--- src/rtl/sps_pkg.sv ---
// Shared constants, types and coil pattern tables for the stepper phase sequencer.
package sps_pkg;

    // Width of the move length counter (saturation point is 2^COUNT_BITS-1).
    localparam int COUNT_BITS = 16;

    localparam int AMOUNT_W   = 16;
    localparam int SPR_W      = 13;
    localparam int TPP_W      = 16;
    localparam int CFG_DATA_W = 16;
    localparam int CMD_W      = 2;
    localparam int COIL_W     = 4;

    // Degrees in one rotation; angle moves divide by this.
    localparam int ANGLE_DIV = 360;
    localparam int DIV_W     = $clog2(ANGLE_DIV);

    // Raw product amount * steps_per_rev.
    localparam int PROD_W = AMOUNT_W + SPR_W;

    // Remaining-count register: holds the saturated product, in degree units
    // for angle moves and in cycles for rotation moves.
    localparam int REM_W = (PROD_W < COUNT_BITS + DIV_W) ? PROD_W : COUNT_BITS + DIV_W;

    // Largest product that still maps to a count within range.
    localparam logic [63:0] SAT_ANGLE =
        ((64'(1) << COUNT_BITS) * 64'(ANGLE_DIV)) - 64'(1);
    localparam logic [63:0] SAT_ROT = (64'(1) << COUNT_BITS) - 64'(1);

    // Command codes.
    localparam logic [CMD_W-1:0] CMD_TICK   = 2'd0;
    localparam logic [CMD_W-1:0] CMD_ANGLE  = 2'd1;
    localparam logic [CMD_W-1:0] CMD_ROTATE = 2'd2;

    // Configuration register indexes.
    localparam logic CFG_STEPS_PER_REV     = 1'b0;
    localparam logic CFG_TICKS_PER_PATTERN = 1'b1;

    localparam logic [SPR_W-1:0] SPR_RESET = 13'd512;
    localparam logic [TPP_W-1:0] TPP_RESET = 16'd2;

    // Counter-clockwise order; clockwise walks the table backwards.
    localparam logic [COIL_W-1:0] WAVE_CCW [4] = '{4'h1, 4'h2, 4'h4, 4'h8};
    localparam logic [COIL_W-1:0] HALF_CCW [8] =
        '{4'h1, 4'h3, 4'h2, 4'h6, 4'h4, 4'hC, 4'h8, 4'h9};

    // Item after the input register: decoded command plus the precomputed product.
    typedef struct packed {
        logic [CMD_W-1:0]  command;
        logic              ccw;
        logic              half;
        logic [PROD_W-1:0] product;
    } sps_item_t;

    typedef struct packed {
        logic [COIL_W-1:0] coils;
        logic              busy;
        logic              done;
    } sps_result_t;

    function automatic logic [COIL_W-1:0] pattern_at(input logic [2:0] idx,
                                                     input logic       half,
                                                     input logic       ccw);
        logic [2:0] hi;
        logic [1:0] wi;
        hi = ccw ? idx : (3'd7 - idx);
        wi = ccw ? idx[1:0] : (2'd3 - idx[1:0]);
        if (half)
            return HALF_CCW[hi];
        else
            return WAVE_CCW[wi];
    endfunction

endpackage

--- src/rtl/sps_if.sv ---
// Valid/ready channel interfaces for the command input and the coil result output.
interface sps_cmd_if;
    logic                           valid;
    logic                           ready;
    logic [sps_pkg::CMD_W-1:0]      command;
    logic [sps_pkg::AMOUNT_W-1:0]   amount;
    logic                           counter_clockwise;
    logic                           half_step;

    modport source (
        output valid, command, amount, counter_clockwise, half_step,
        input  ready
    );
    modport sink (
        input  valid, command, amount, counter_clockwise, half_step,
        output ready
    );
endinterface

interface sps_res_if;
    logic                           valid;
    logic                           ready;
    logic [sps_pkg::COIL_W-1:0]     coils;
    logic                           busy_res;
    logic                           done_res;

    modport source (
        output valid, coils, busy_res, done_res,
        input  ready
    );
    modport sink (
        input  valid, coils, busy_res, done_res,
        output ready
    );
endinterface

--- src/rtl/sps_core.sv ---
// Move state, pattern stepping and move-length counting for the stepper sequencer.
module sps_core (
    input  logic                          clk,
    input  logic                          rst_n,
    input  logic                          step_en,
    input  sps_pkg::sps_item_t            item,
    input  logic [sps_pkg::TPP_W-1:0]     tpp,
    output sps_pkg::sps_result_t          result
);

    logic                              moving_reg, moving_next;
    logic                              dir_reg, dir_next;
    logic                              half_reg, half_next;
    logic                              angle_reg, angle_next;
    logic [sps_pkg::REM_W-1:0]         rem_reg, rem_next;
    logic [2:0]                        pidx_reg, pidx_next;
    logic [sps_pkg::TPP_W-1:0]         hold_reg, hold_next;
    logic [sps_pkg::COIL_W-1:0]        coil_reg, coil_next;

    logic                              done;
    logic [sps_pkg::TPP_W-1:0]         hold_w;
    logic [sps_pkg::TPP_W:0]           hold_inc;
    logic [2:0]                        last_idx;
    logic [sps_pkg::REM_W-1:0]         rem_dec;
    logic                              cycle_end;
    logic                              angle_cmd;
    logic                              start_ok;
    logic [63:0]                       sat;
    logic [sps_pkg::REM_W-1:0]         rem_init;

    always_comb
    begin
        moving_next = moving_reg;
        dir_next    = dir_reg;
        half_next   = half_reg;
        angle_next  = angle_reg;
        rem_next    = rem_reg;
        pidx_next   = pidx_reg;
        hold_next   = hold_reg;
        coil_next   = coil_reg;
        done        = 1'b0;

        // A zero hold setting behaves as one tick.
        hold_w   = (tpp == '0) ? sps_pkg::TPP_W'(1) : tpp;
        hold_inc = {1'b0, hold_reg} + (sps_pkg::TPP_W + 1)'(1);
        last_idx = half_reg ? 3'd7 : 3'd3;

        // Angle moves count down in degree units, rotation moves in cycles.
        rem_dec   = rem_reg - (angle_reg ? sps_pkg::REM_W'(sps_pkg::ANGLE_DIV)
                                         : sps_pkg::REM_W'(1));
        cycle_end = angle_reg ? (rem_dec < sps_pkg::REM_W'(sps_pkg::ANGLE_DIV))
                              : (rem_dec == '0);

        angle_cmd = (item.command == sps_pkg::CMD_ANGLE);
        start_ok  = angle_cmd ? (item.product >= sps_pkg::PROD_W'(sps_pkg::ANGLE_DIV))
                              : (item.product != '0);
        sat       = angle_cmd ? sps_pkg::SAT_ANGLE : sps_pkg::SAT_ROT;
        rem_init  = (64'(item.product) > sat) ? sps_pkg::REM_W'(sat)
                                              : sps_pkg::REM_W'(item.product);

        if (step_en)
        begin
            case (item.command)
                sps_pkg::CMD_TICK:
                begin
                    if (moving_reg)
                    begin
                        hold_next = hold_reg + sps_pkg::TPP_W'(1);
                        if (hold_inc >= {1'b0, hold_w})
                        begin
                            hold_next = '0;
                            if (pidx_reg >= last_idx)
                            begin
                                pidx_next = '0;
                                rem_next  = rem_dec;
                                if (cycle_end)
                                begin
                                    moving_next = 1'b0;
                                    done        = 1'b1;
                                end
                                else
                                begin
                                    coil_next = sps_pkg::pattern_at(3'd0, half_reg, dir_reg);
                                end
                            end
                            else
                            begin
                                pidx_next = pidx_reg + 3'd1;
                                coil_next = sps_pkg::pattern_at(pidx_reg + 3'd1,
                                                                half_reg, dir_reg);
                            end
                        end
                    end
                end
                sps_pkg::CMD_ANGLE, sps_pkg::CMD_ROTATE:
                begin
                    if (!moving_reg && start_ok)
                    begin
                        moving_next = 1'b1;
                        dir_next    = item.ccw;
                        half_next   = item.half;
                        angle_next  = angle_cmd;
                        rem_next    = rem_init;
                        pidx_next   = '0;
                        hold_next   = '0;
                        coil_next   = sps_pkg::pattern_at(3'd0, item.half, item.ccw);
                    end
                end
                default:
                begin
                end
            endcase
        end

        result = '{coils: coil_next, busy: moving_next, done: done};
    end

    always_ff @(posedge clk or negedge rst_n)
    begin
        if (!rst_n)
        begin
            moving_reg <= 1'b0;
            dir_reg    <= 1'b0;
            half_reg   <= 1'b0;
            angle_reg  <= 1'b0;
            rem_reg    <= '0;
            pidx_reg   <= '0;
            hold_reg   <= '0;
            coil_reg   <= '0;
        end
        else
        begin
            moving_reg <= moving_next;
            dir_reg    <= dir_next;
            half_reg   <= half_next;
            angle_reg  <= angle_next;
            rem_reg    <= rem_next;
            pidx_reg   <= pidx_next;
            hold_reg   <= hold_next;
            coil_reg   <= coil_next;
        end
    end

    // Idle always leaves the hold counter cleared.
    a_idle_hold_clear: assert property (@(posedge clk) disable iff (!rst_n)
        !moving_reg |-> hold_reg == '0)
        else $error("hold counter nonzero while idle");

    // A running move always has count left and a pattern on the coils.
    a_moving_count: assert property (@(posedge clk) disable iff (!rst_n)
        moving_reg |-> (rem_reg != '0) && (coil_reg != '0))
        else $error("move running with empty count or dark coils");

    // Wave drive never steps past the fourth pattern.
    a_wave_index: assert property (@(posedge clk) disable iff (!rst_n)
        (moving_reg && !half_reg) |-> pidx_reg <= 3'd3)
        else $error("wave pattern index out of range");

    // Ending a move keeps the last pattern on the coils.
    a_end_keeps_coils: assert property (@(posedge clk) disable iff (!rst_n)
        $fell(moving_reg) |-> $stable(coil_reg))
        else $error("coils changed when move ended");

endmodule

--- src/rtl/stepper_phase_sequencer_top.sv ---
// Top level of the stepper phase sequencer: handshake, config registers, input and result stages.
// A result passes the input register and then the result register before it is offered.
// Throughput: one command per cycle while the result output is not stalled; the move-length
//   multiply sits before the input register, the state update between input and result registers.
// Reset (rst_n low, asynchronous): motor idle, coils off, steps_per_rev 512,
//   ticks_per_pattern 2, both pipeline stages empty.
// Output stalls hold the whole pipeline; no transfer is dropped or repeated.
module stepper_phase_sequencer_top (
    input  logic                                clk,
    input  logic                                rst_n,
    input  logic                                cfg_we,
    input  logic                                cfg_index,
    input  logic [sps_pkg::CFG_DATA_W-1:0]      cfg_data,
    sps_cmd_if.sink                             cmd,
    sps_res_if.source                           res
);

    logic [sps_pkg::SPR_W-1:0]   spr_reg;
    logic [sps_pkg::TPP_W-1:0]   tpp_reg;

    logic                        s1_valid_reg;
    sps_pkg::sps_item_t          s1_item_reg;
    sps_pkg::sps_item_t          s1_item_next;

    logic                        res_valid_reg;
    sps_pkg::sps_result_t        res_reg;
    sps_pkg::sps_result_t        core_result;

    logic                        advance;

    // Advance both stages whenever the result slot is free or being drained this cycle.
    assign advance   = !res_valid_reg || res.ready;
    assign cmd.ready = advance;

    // Form the raw move length on the way into the input register; the core only
    // compares and saturates it.
    always_comb
    begin
        s1_item_next.command = cmd.command;
        s1_item_next.ccw     = cmd.counter_clockwise;
        s1_item_next.half    = cmd.half_step;
        s1_item_next.product = sps_pkg::PROD_W'(cmd.amount) * sps_pkg::PROD_W'(spr_reg);
    end

    // Config registers and stage valids.
    always_ff @(posedge clk or negedge rst_n)
    begin
        if (!rst_n)
        begin
            spr_reg       <= sps_pkg::SPR_RESET;
            tpp_reg       <= sps_pkg::TPP_RESET;
            s1_valid_reg  <= 1'b0;
            res_valid_reg <= 1'b0;
        end
        else
        begin
            if (cfg_we)
            begin
                case (cfg_index)
                    sps_pkg::CFG_STEPS_PER_REV:     spr_reg <= cfg_data[sps_pkg::SPR_W-1:0];
                    sps_pkg::CFG_TICKS_PER_PATTERN: tpp_reg <= cfg_data[sps_pkg::TPP_W-1:0];
                    default:                        spr_reg <= spr_reg;
                endcase
            end
            if (advance)
            begin
                s1_valid_reg  <= cmd.valid;
                res_valid_reg <= s1_valid_reg;
            end
        end
    end

    // Payload stages: capture on transfer, hold while stalled.
    always_ff @(posedge clk)
    begin
        if (advance && cmd.valid)
            s1_item_reg <= s1_item_next;
        if (advance && s1_valid_reg)
            res_reg <= core_result;
    end

    // Move state lives in the core; it updates once per item leaving the input stage.
    sps_core u_core (
        .clk     (clk),
        .rst_n   (rst_n),
        .step_en (advance && s1_valid_reg),
        .item    (s1_item_reg),
        .tpp     (tpp_reg),
        .result  (core_result)
    );

    assign res.valid    = res_valid_reg;
    assign res.coils    = res_reg.coils;
    assign res.busy_res = res_reg.busy;
    assign res.done_res = res_reg.done;

endmodule
--- src/flat_wrapper.sv ---
// flat-port wrapper written by rule: the top's interface ports become plain ports
module stepper_phase_sequencer_top_flat 
  (clk, rst_n, cfg_we, cfg_index, cfg_data, cmd_valid, cmd_command, cmd_amount, cmd_counter_clockwise, cmd_half_step, cmd_ready, res_valid, res_coils, res_busy_res, res_done_res, res_ready);
  sps_cmd_if cmd_i ();
  sps_res_if res_i ();
  input  logic clk;
  input  logic rst_n;
  input  logic cfg_we;
  input  logic cfg_index;
  input  logic [sps_pkg::CFG_DATA_W-1:0] cfg_data;
  input wire logic [$bits(cmd_i.valid)-1:0] cmd_valid;
  input wire logic [$bits(cmd_i.command)-1:0] cmd_command;
  input wire logic [$bits(cmd_i.amount)-1:0] cmd_amount;
  input wire logic [$bits(cmd_i.counter_clockwise)-1:0] cmd_counter_clockwise;
  input wire logic [$bits(cmd_i.half_step)-1:0] cmd_half_step;
  output wire logic [$bits(cmd_i.ready)-1:0] cmd_ready;
  output wire logic [$bits(res_i.valid)-1:0] res_valid;
  output wire logic [$bits(res_i.coils)-1:0] res_coils;
  output wire logic [$bits(res_i.busy_res)-1:0] res_busy_res;
  output wire logic [$bits(res_i.done_res)-1:0] res_done_res;
  input wire logic [$bits(res_i.ready)-1:0] res_ready;
  assign cmd_i.valid = cmd_valid;
  assign cmd_i.command = cmd_command;
  assign cmd_i.amount = cmd_amount;
  assign cmd_i.counter_clockwise = cmd_counter_clockwise;
  assign cmd_i.half_step = cmd_half_step;
  assign cmd_ready = cmd_i.ready;
  assign res_valid = res_i.valid;
  assign res_coils = res_i.coils;
  assign res_busy_res = res_i.busy_res;
  assign res_done_res = res_i.done_res;
  assign res_i.ready = res_ready;
  stepper_phase_sequencer_top u_core (.clk(clk), .rst_n(rst_n), .cfg_we(cfg_we), .cfg_index(cfg_index), .cfg_data(cfg_data), .cmd(cmd_i), .res(res_i));
endmodule
--- config.mk ---
export PLATFORM = sky130hd
export DESIGN_NAME = stepper_phase_sequencer_top_flat
export DESIGN_NICKNAME = d
export VERILOG_FILES = /design/src/rtl/sps_pkg.sv /design/src/rtl/sps_if.sv /design/src/rtl/sps_core.sv /design/src/rtl/stepper_phase_sequencer_top.sv /design/src/flat_wrapper.sv
export SDC_FILE = /design/constraint.sdc
export NUM_CORES = 1
export LEC_CHECK = 0
export ABC_CLOCK_PERIOD_IN_PS = 5750
export BUFFER_PORTS_ARGS = -buffer_cell sky130_fd_sc_hd__buf_2
export CAP_MARGIN = 5
export CORE_MARGIN = 2
export CORE_UTILIZATION = 58
export CTS_CLUSTER_SIZE = 8
export DETAILED_ROUTE_END_ITERATION = 8
export PLACE_DENSITY = 0.86
export SLEW_MARGIN = 20
export SYNTH_ARGS = -nofsm -noshare
export SYNTH_HDL_FRONTEND = slang
export SYNTH_SLANG_ARGS = --single-unit
--- constraint.sdc ---
create_clock -name clk -period 5.75 [get_ports clk]
set_input_delay 1.4375 -clock clk [delete_from_list [all_inputs] [get_ports clk]]
set_output_delay 1.4375 -clock clk [all_outputs]
set_load 0.05 [all_outputs]
==> out/results.ini <==
[status]
outcome = finished with violations
violations = setup timing

[synthesis]
synth_nets = 1813
avgSynthCellArea_sq_um = 9.13
synthCells = 1509
ys_seq_area_share_pct = 23.6
async_reset_ff_share_pct = 68.0
synth_area_leaders = fa_1 22%, dfrtp_1 15%, ha_1 9.8%
synth.top_cell.area_share_pct = 22.4
synthesis.area_sq_mm = 0.0138
ys_types = 79
synth_edf_count = 39
ys_warn_count = 0
ys_ff_latch = 122
synth_flop_cell = dfrtp_1
yosys.area.top_type = fa_1

[clocking]
cts_root_buffer = clkbuf_16
cts_tree = done
clkTransAtPathRegs_ns = 0.07
cts_buffers = 17
cts.sinks = 122
clock_path_buffers = 2
htree_levels = 4
holdBufCountCts = 0
clkLatencyLatePin_ns = 0.43

[finish]
syn_to_final_growth_pct = 17.9
largest_reg_flops = 33
layout-drive-gt1-share_pct = 20.7
final_cell_area_sq_mm = 0.0162
final_nets = 1935
antenna_cells = 0

[floorplanning]
die_area_sq_mm = 0.0250
initial_core_util_pct = 58.8
coreArea_sq_mm = 0.0234
die_w_microns = 158
num_rows = 56
io_pins = 50
die_y_microns = 158

[global_route]
grt_pass1_vias = 12500
grt_overflow = 0
grt_max_degree = 84
grt_use_total_pct = 31.0
antenna_found_initial = 0
grt_pass1_wl_mm = 60.8

[worst_setup_path]
critPathMaxFanout = 10
ff2ff_path_depth = 22
rrSetupSlack_ns = -0.18
cp-start-kind = primary input
end_kind = register
cp_data_arrival_time_ns = 6.48
critical_path_required_ns = 5.92
crit_type = primary input to register
startpoint = cmd_amount[5]
rr_endpoint = u_core.s1_item_reg[28]$_DFFE_PP_
r2r_start = u_core.spr_reg[1]$_DFFE_PN0P_

[route]
wirelength_mm = 38.6
dr_total_vias = 11900
vias_per_cell = 6.06
drc = 0
post_drt_wl_per_cell_microns = 19.7
drtAntennaViolNets = 0
drt_iter0_markers = 1038
drt_first_pass_iters = 8

[placed_design]
place_ws_ns = -0.919
globalplace.congestion = 0.948
dp_hpwl_mm = 26.7
io_buffers = 49
postPlaceCellArea_sq_mm = 0.0152

[sta]
finalHoldViolations = 0
drv_slew = 0
maxSlewHeadroom_pct = 37.2
max_freq_ghz = 0.159
rsz0062_at_grt = yes
holdWs_ns = 0.488
fin_skew_ns = 0.0157
setup_violations = 14
timing.final.crit_share_pct = 110
finalCriticalPeriod_ns = 6.30
tightest_slew_ns = 0.936
worst_slack_ns = -0.554

[min_path]
min_path_cells = 2
holdCritStartpoint = u_core.u_core.hold_reg[15]$_DFFE_PN0P_
holdPathEnd = u_core.u_core.hold_reg[15]$_DFFE_PN0P_
hold_class = register to register

[run]
maxCapViolations = 0

==> cells in the final DEF (no fill, tap or decap), types with 18 or more instances in the layout <==
cell type,count
ha_1,96
edfxtp_1,39
buf_4,102
inv_1,209
nand3_1,18
o21ai_0,48
a21oi_1,47
nand4_1,21
xnor2_1,30
and2_1,91
clkbuf_16,18
fa_1,151
nor4_1,18
nor3_1,24
a21o_1,18
buf_2,42
nor2_1,67
dfrtp_1,81
mux2_2,36
nand2_1,186
==> synthesized netlist by cell type (3+ instances only) <==
library cell,number
or4_1,4
a21boi_0,3
a221oi_1,3
nor3_1,27
nand4_1,21
or2_2,6
a211oi_1,14
and2_1,103
o21a_1,15
o211ai_1,14
o21ai_1,3
a311oi_1,3
nand2_1,195
o21ai_0,50
ha_1,108
dfrtp_1,81
xor2_1,17
a41o_1,4
inv_1,221
mux2_2,36
buf_2,4
nand3_1,20
a21o_1,18
nor2b_1,11
a31oi_1,3
nor2_1,70
nor4_1,18
fa_1,154
clkbuf_1,55
a21oi_1,59
xnor2_1,34
and3_1,9
nand2b_1,17
o21bai_1,4
or3_1,4
edfxtp_1,39
o31ai_1,5
==> stage by stage <==
step / cells / utilization (%) / setup TNS [ns]
2_1_floorplan: 1509 / - / -3.62
5_1_grt: 1963 / 69.4 / -5.91
3_5_place_dp: 1907 / 64.8 / -9.84
6_report: 1963 / 69.4 / -4.53
3_3_place_gp: 1907 / 64.8 / -7.83
4_1_cts: 1952 / 68.4 / -2.25
==> timing repair <==
item,4_1_cts,5_1_grt
cloned,1,0
pin swaps,38,43
setup endpoints to repair,13,15
buffers inserted,13,12
resized for setup,44,35
hold endpoints to repair,0,0
==> critical path: stages <==
cell	delay, ns
buf_4	0.16
and2_4	0.15
fa_1	0.52
inv_1	0.05
fa_1	0.50
fa_1	0.44
fa_1	0.52
fa_1	0.60
inv_2	0.06
ha_4	0.25
o21ai_0	0.08
nor2_1	0.20
o2111ai_2	0.17
a21boi_2	0.26
a311oi_2	0.12
buf_4	0.17
a21oi_4	0.15
a41oi_2	0.16
a311o_1	0.32
xnor2_1	0.15
==> kinds of logic (layout without fill, tap and decap cells) <==
group,Yosys count,after routing,synth area share [%]
DFF,122,122,23.6
AOI/OAI and AO/OA,232,232,11.2
adders and majority gates,262,262,32.2
xor gates and xnor gates,51,51,3.24
buffers and inverters,284,419,7.84
muxes,38,38,3.13
and+or+nand+nor,520,520,18.8
==> worst max-delay path by stage <==
stage	end	depth (start not counted)
after CTS	u_core.s1_item_reg[28]$_DFFE_PP_	23
after global placement	u_core.s1_item_reg[28]$_DFFE_PP_	20
final	u_core.s1_item_reg[28]$_DFFE_PP_	20
after detailed placement	u_core.s1_item_reg[26]$_DFFE_PP_	20
after global routing	u_core.s1_item_reg[28]$_DFFE_PP_	20
after floorplan	u_core.s1_item_reg[28]$_DFFE_PP_	20
==> per-layer routing <==
layer  GRT usage [%]  part of all wire, %  vias up
li1                -                    -     5239
met1            35.7                   36     5843
met2            55.8                   51      612
met3            4.52                  6.6      198
met4            16.4                  5.4        0
met5               0                    0        -
==> layout make-up <==
cell class                 instances  area, sq um
inverter                         221          830
clock buffer                      18          450
fill                            1610         7170
multi-input combinational       1103         9930
sequential                       122         3250
timing repair buffer             166         1250
tap                              319          399
clock inverter                    14          124
Power is left out: the tool's default activity adds up to more than one toggle a clock period on the data nets, which glitch-free logic cannot reach.
